==> config.mk <==
export PLATFORM = sky130hd
export DESIGN_NAME = mlasm_node_ram
export DESIGN_NICKNAME = d
export VERILOG_FILES = /design/src/design/mlasm_pkg.sv /design/src/design/mlasm_node_ram.sv
export SDC_FILE = /design/constraint.sdc
export NUM_CORES = 2
export LEC_CHECK = 0
export BUFFER_PORTS_ARGS = -buffer_cell sky130_fd_sc_hd__buf_2
export CORE_UTILIZATION = 53
export DETAILED_ROUTE_END_ITERATION = 8
export GPL_TIMING_DRIVEN = 0
export PLACE_DENSITY_LB_ADDON = 0.12
export RECOVER_POWER = 25
export SLEW_MARGIN = 20
export SYNTH_ARGS = -nofsm -noshare
export SYNTH_HDL_FRONTEND = slang
export SYNTH_SLANG_ARGS = --single-unit
export TNS_END_PERCENT = 5
==> constraint.sdc <==
create_clock -name clk -period 7.45 [get_ports clk]
set_input_delay 1.49 -clock clk [delete_from_list [all_inputs] [get_ports clk]]
set_output_delay 1.49 -clock clk [all_outputs]
set_load 0.01 [all_outputs]
==> src/design/mlasm_pkg.sv <==
package mlasm_pkg;

  localparam int PTR_W  = 6;
  localparam int IDX_W  = 10;
  localparam int ITEM_W = 32;
  localparam int CFG_W  = 11;
  localparam int CNT_W  = 7;

  typedef enum logic [1:0] {
    ACT_APPEND = 2'd0,
    ACT_DUMP   = 2'd1,
    ACT_SPLICE = 2'd2
  } action_t;

  typedef enum logic [2:0] {
    ST_CLEAR,
    ST_IDLE,
    ST_APPEND_LINK,
    ST_SPLICE_LINK,
    ST_SPLICE_CLR,
    ST_DUMP_HEAD,
    ST_WALK,
    ST_BAD_OUT
  } state_t;

  typedef struct packed {
    logic             nonempty;
    logic [PTR_W-1:0] head;
    logic [PTR_W-1:0] tail;
  } list_entry_t;

endpackage

==> src/design/mlasm_node_ram.sv <==
module mlasm_node_ram #(
  parameter int DEPTH = 64,
  parameter int VW = 32,
  localparam int AW = $clog2(DEPTH)
) (
  input  logic                        clk,
  input  logic                        we_full,
  input  logic                        we_next,
  input  logic [AW-1:0]               waddr,
  input  logic [VW-1:0]               wval,
  input  logic [mlasm_pkg::PTR_W-1:0] wnxt,
  input  logic                        re,
  input  logic [AW-1:0]               raddr,
  output logic [VW-1:0]               rval,
  output logic [mlasm_pkg::PTR_W-1:0] rnxt
);

  logic [VW-1:0]               val_mem [DEPTH];
  logic [mlasm_pkg::PTR_W-1:0] nxt_mem [DEPTH];
  logic [VW-1:0]               rval_r;
  logic [mlasm_pkg::PTR_W-1:0] rnxt_r;

  // a link update rewrites only the next pointer of an entry
  always_ff @(posedge clk) begin
    if (we_full) begin
      val_mem[waddr] <= wval;
    end
    if (we_full || we_next) begin
      nxt_mem[waddr] <= wnxt;
    end
  end

  always_ff @(posedge clk) begin
    if (re) begin
      rval_r <= val_mem[raddr];
      rnxt_r <= nxt_mem[raddr];
    end
  end

  assign rval = rval_r;
  assign rnxt = rnxt_r;

endmodule

* After elaboration in Yosys (flattened, before gate mapping)
Memory sizes are Yosys's and may differ from the RTL's. A register that Yosys moved wholly into a read port is not among the register bits.
Cells that the tools add are included.
** Operators by class
- Mux-type cells :: 4
- Reductions and logical operators :: 1
** Operator list (number)
- $mux 1 :: 4
- $logic_or 1x1->1 :: 1
** Storage, ports and cells
- Register bits :: 0
- Bits in writable memories :: 2432
- Input port bits :: 54
- Output and inout bits :: 38
- Word-level logic and storage cells :: 7
- Memories :: 2
** Memories
- val_mem :: words 64, width 32, read ports 1, clocked after Yosys merged registers in 1, wr ports 1, line mlasm_node_ram.sv:18 : logic [VW-1:0] val_mem [DEPTH];
- nxt_mem :: words 64, width 6, read ports 1, clocked after Yosys merged registers in 1, wr ports 1, line mlasm_node_ram.sv:19 : logic [mlasm_pkg::PTR_W-1:0] nxt_mem [DEPTH];

* Longest topological paths before layout
- Word-level depth :: 3
- Depth in mapped cells :: 10
- Depth with buffers taken out :: 5

* Worst setup path before layout
OpenSTA, ideal clock, no wires.
- Path type :: input port to flip-flop
- Start :: input waddr[1]
- End :: memory val_mem[42][0], enable pin
- Library setup time :: 421 ps
- Data arrival time :: 3945 ps
- Data required time :: 7029 ps
- Slack :: 3084 ps
- Cell stages on the path :: 6
- Path buffers :: 2
- Cell sequence :: clkbuf_1 > or3b_2 > clkbuf_1 > inv_1 > nand2_1 > nor2_1
** RTL lines
- start, declared :: line mlasm_node_ram.sv:9 : input logic [AW-1:0] waddr,
- end, declared :: line mlasm_node_ram.sv:18
No word-level cell before the write port.

==> summary by stage <==
Outcome
The flow ran to the end, but the final reports show violations. The checks that failed: capacitance limit, slew limit.

Timing
After routing, the total negative slack on setup checks comes to 0 ns. The final hold slack is 0.819 ns. The actual slew at the worst max-slew pin is 3.29 ns. Setup repair after global routing left no endpoint under its margin. The post-route clock period utilization is 0.691.

The time the final worst path needs with I/O delays and setup is 5.15 ns. Clock skew on the completed layout was measured at 0.0424 ns. The max-slew violation total from the final report is 2099. The hold violation count in the final report came to 0. Setup violations remaining at the end of the flow were counted as 0. The worst pin sits at a relative slew slack of -1.19. For this run, the top clock speed supported by timing is 0.194 GHz.

Placed design
The wire-length estimate of the detail-placed layout is 195000 um. The placer's final routability congestion estimate is 0.828. In this run the tool buffered the top-level ports with 80 buffer cells.

Worst setup path
The beginning of the critical path is raddr[3]. STA classifies the critical path endpoint as a flop. The startpoint of the worst register-to-register path is val_mem[37][15]. The sort of element at the start of the critical path is a primary input. The required arrival time at the worst endpoint is 8.06 ns.

On the worst path, the slowest cell contributes a delay of 0.76 ns. The library cell contributing the largest single delay on the critical path is sky130_fd_sc_hd__clkbuf_1. At the worst endpoint, the arrival time is 5.75 ns. The most common cell type on the critical path is sky130_fd_sc_hd__clkbuf_1.

The worst reg2reg path depth is 5. The critical path is of the in -> reg type. The signal on the critical path passes through buf_2 -> clkbuf_1 -> clkbuf_1 -> nand2_1 -> clkbuf_1 -> o22ai_1 -> nor2_1 -> a21oi_1 -> nor2_1. The highest fanout seen on the critical path is 10.

Power
The total power per unit cell area is 267 nW/um^2. The maximum vdd drop is 0.000238 V. The analysis attributes to cell leakage a power of 33.9 nW.

Synth
The top flip-flop cell by instance count after synthesis is sky130_fd_sc_hd__edfxtp_1. sky130_fd_sc_hd__edfxtp_1 takes more of the synthesized area than any other cell. The sequential cell area fraction in the yosys report is 0.790.

Synthesis instantiated 31 different standard cells from the library. The post-synthesis average cell area is 23.3 sq um. Counting flops with an async set or reset pin after synthesis yields a share of 0. The area fraction of the dominant cell type after synthesis is 0.790. The total nets after synthesis is 4076.

During synthesis, Yosys emitted a total of 0 warnings. The commonest cells after synthesis are 2470 x sky130_fd_sc_hd__edfxtp_1, 644 x sky130_fd_sc_hd__mux4_2, 217 x sky130_fd_sc_hd__nor2_1, 125 x sky130_fd_sc_hd__clkbuf_1, 114 x sky130_fd_sc_hd__mux2i_1. Counting flops with a built-in enable in the synthesized netlist gives 2470. In the synthesized netlist, the number of instances is 4022. The area of the mapped netlist is 93800 sq um. By area the synthesized netlist is led by sky130_fd_sc_hd__edfxtp_1 79%, sky130_fd_sc_hd__mux4_2 15%, sky130_fd_sc_hd__mux2i_1 1.2%, sky130_fd_sc_hd__nor2_1 0.87%, sky130_fd_sc_hd__o22ai_1 0.66%.

The most numerous cell in the Yosys netlist is sky130_fd_sc_hd__edfxtp_1. Counting flops and latches in the post-synthesis netlist gives 2470.

Hold path
The worst hold path startpoint is val_mem[13][16]. The cell depth of the worst min-delay path is 4. The tightest min-delay check is of the reg -> reg type.

GRT
The first-pass GRT wire length is 396000 um. The total routing resource utilization after global routing is 0.333. The number of global-route vias before repair was 46700. The maximum number of pins on one net before global-route repair is 65. The number of antenna violations at the first check in global routing was 17.

For this run the aggregate overflow at the end of global routing stands at 0.

Clock tree
The clock-pin slew on the worst setup and hold paths is 0.06 ns. The later pin in the worst-skew pair is clocked with a latency of 0.87 ns. In this run, post-CTS hold repair placed 0 buffers. The clock drives 2470 sinks.

The clock tree from TritonCTS is done. The clock root buffer is sky130_fd_sc_hd__clkbuf_16. The number of setup buffers added after CTS is 0. Gates resized during post-CTS repair numbered 0. In this run, CTS created clock tree buffers numbering 239. The clock tree synthesis step divided the H-tree into 4 levels. Counting along the longest clock path gives a buffer depth of 3.

Floorplan
The floorplan step set the die height to 423 um. During I/O placement, the number of pins put on the boundary was 92. The initial utilization of the core area, before any placement, comes to 0.533. The die covers 179000 sq um. The region available for standard cell placement spans 176000 sq um. The die boundary width is 423 um. The row count is 154.

Routing
After detailed routing, the average wire length per cell comes to 41.9 um. The total number of vias is 48400. The violation count after the first detailed-routing iteration is 8133. The first detailed-routing pass ran for 8 iterations. After detailed routing, the number of remaining DRC violations is 0. Once detail routing completed, the nets flagged for antenna violations numbered 0. The routed wire length is 295000 um. The detailed-route vias per instance is 6.88.

Final layout
The net count of the finished layout is 4541. The layout-stage area growth over the synthesis result is 15.7%. Of the cells placed in the final design, the portion with a size suffix greater than 1 is 0.292.

Flow run
The number of maximum-capacitance constraint violations is 33.
[area by class of cell]
cell class	count	area (sq um)
Fill cell	11900	67300
Timing Repair Buffer	224	3650
Inverter	5	18.8
Clock buffer	287	6200
Multi-Input combinational cell	1317	19100
Tap cell	2340	2930
Antenna cell	13	32.5
Clock inverter	153	1400
Buffer	230	1110
Sequential cell	2470	74200
[registers in the layout (all words and copies together) (netlist names)]
name	flops
rnxt	6
val_mem	2048
nxt_mem	384
rval	32
[cells in the final DEF, fill, tap and decap left out, types with 73 or more instances in the layout]
cell,Yosys,layout
sky130_fd_sc_hd__edfxtp_1,2470,2470
sky130_fd_sc_hd__nor2_1,217,153
sky130_fd_sc_hd__clkbuf_1,125,173
sky130_fd_sc_hd__o22ai_1,99,99
sky130_fd_sc_hd__clkbuf_16,0,241
sky130_fd_sc_hd__mux2i_1,114,114
sky130_fd_sc_hd__buf_12,0,82
sky130_fd_sc_hd__mux4_2,644,644
sky130_fd_sc_hd__a21oi_1,74,73
sky130_fd_sc_hd__buf_2,62,116
[kinds of logic after synthesis]
| kind of cell | share of synthesized area |
|---|---|
| DFF | 0.790 |
| muxes | 0.167 |
| and+or+nand+nor | 0.0147 |
| AOI/OAI and AO/OA | 0.0167 |
| buffers and inverters | 0.0115 |
[power by group]
group | internal, mW | leakage [nW] | switching (mW) | total, mW
registers | 15.4 | 22.2 | 0.0306 | 15.5
clock network | 6.61 | 3.71 | 5.27 | 11.9
logic | 0.527 | 7.90 | 1.11 | 1.64
total | 22.6 | 33.9 | 6.42 | 29.0
[through the flow]
stage | utilization | total power [mW] | area [sq um] | setup WS (ns) | std cells
floorplan | - | 16.5 | 93800 | 3.08 | 4022
global placement | 0.552 | 17.3 | 97200 | -0.694 | 6442
detailed placement | 0.574 | 17.4 | 101000 | 1.69 | 6586
CTS | 0.617 | 29.0 | 109000 | 2.63 | 7026
global route | 0.617 | 29.6 | 109000 | 2.35 | 7029
finish | 0.617 | 29.0 | 109000 | 2.30 | 7039
[per-layer routing]
metal / track usage / vias up / routed length [um]
met2: 0.495 / 3648 / 134000
met1: 0.464 / 25900 / 108000
li1: - / 18200 / -
met5: 0 / - / 33
met3: 0.0870 / 675 / 36700
met4: 0.162 / 6 / 16800
[final timing paths]
kind | endpoint | slack, ns
hold / removal | rval[16] | 0.82
setup / recovery | rval[14] | 2.30
hold reg to reg | rval[16] | 0.82
setup reg to reg | rval[15] | 4.98
[worst max-delay path, delay by kind of cell]
kind | cells | cell delay (ns)
simple gates | 3 | 0.88
compound gates | 2 | 1.01
buf+inv | 4 | 2.34
Note: power is estimated with default switching activity, not from simulation.
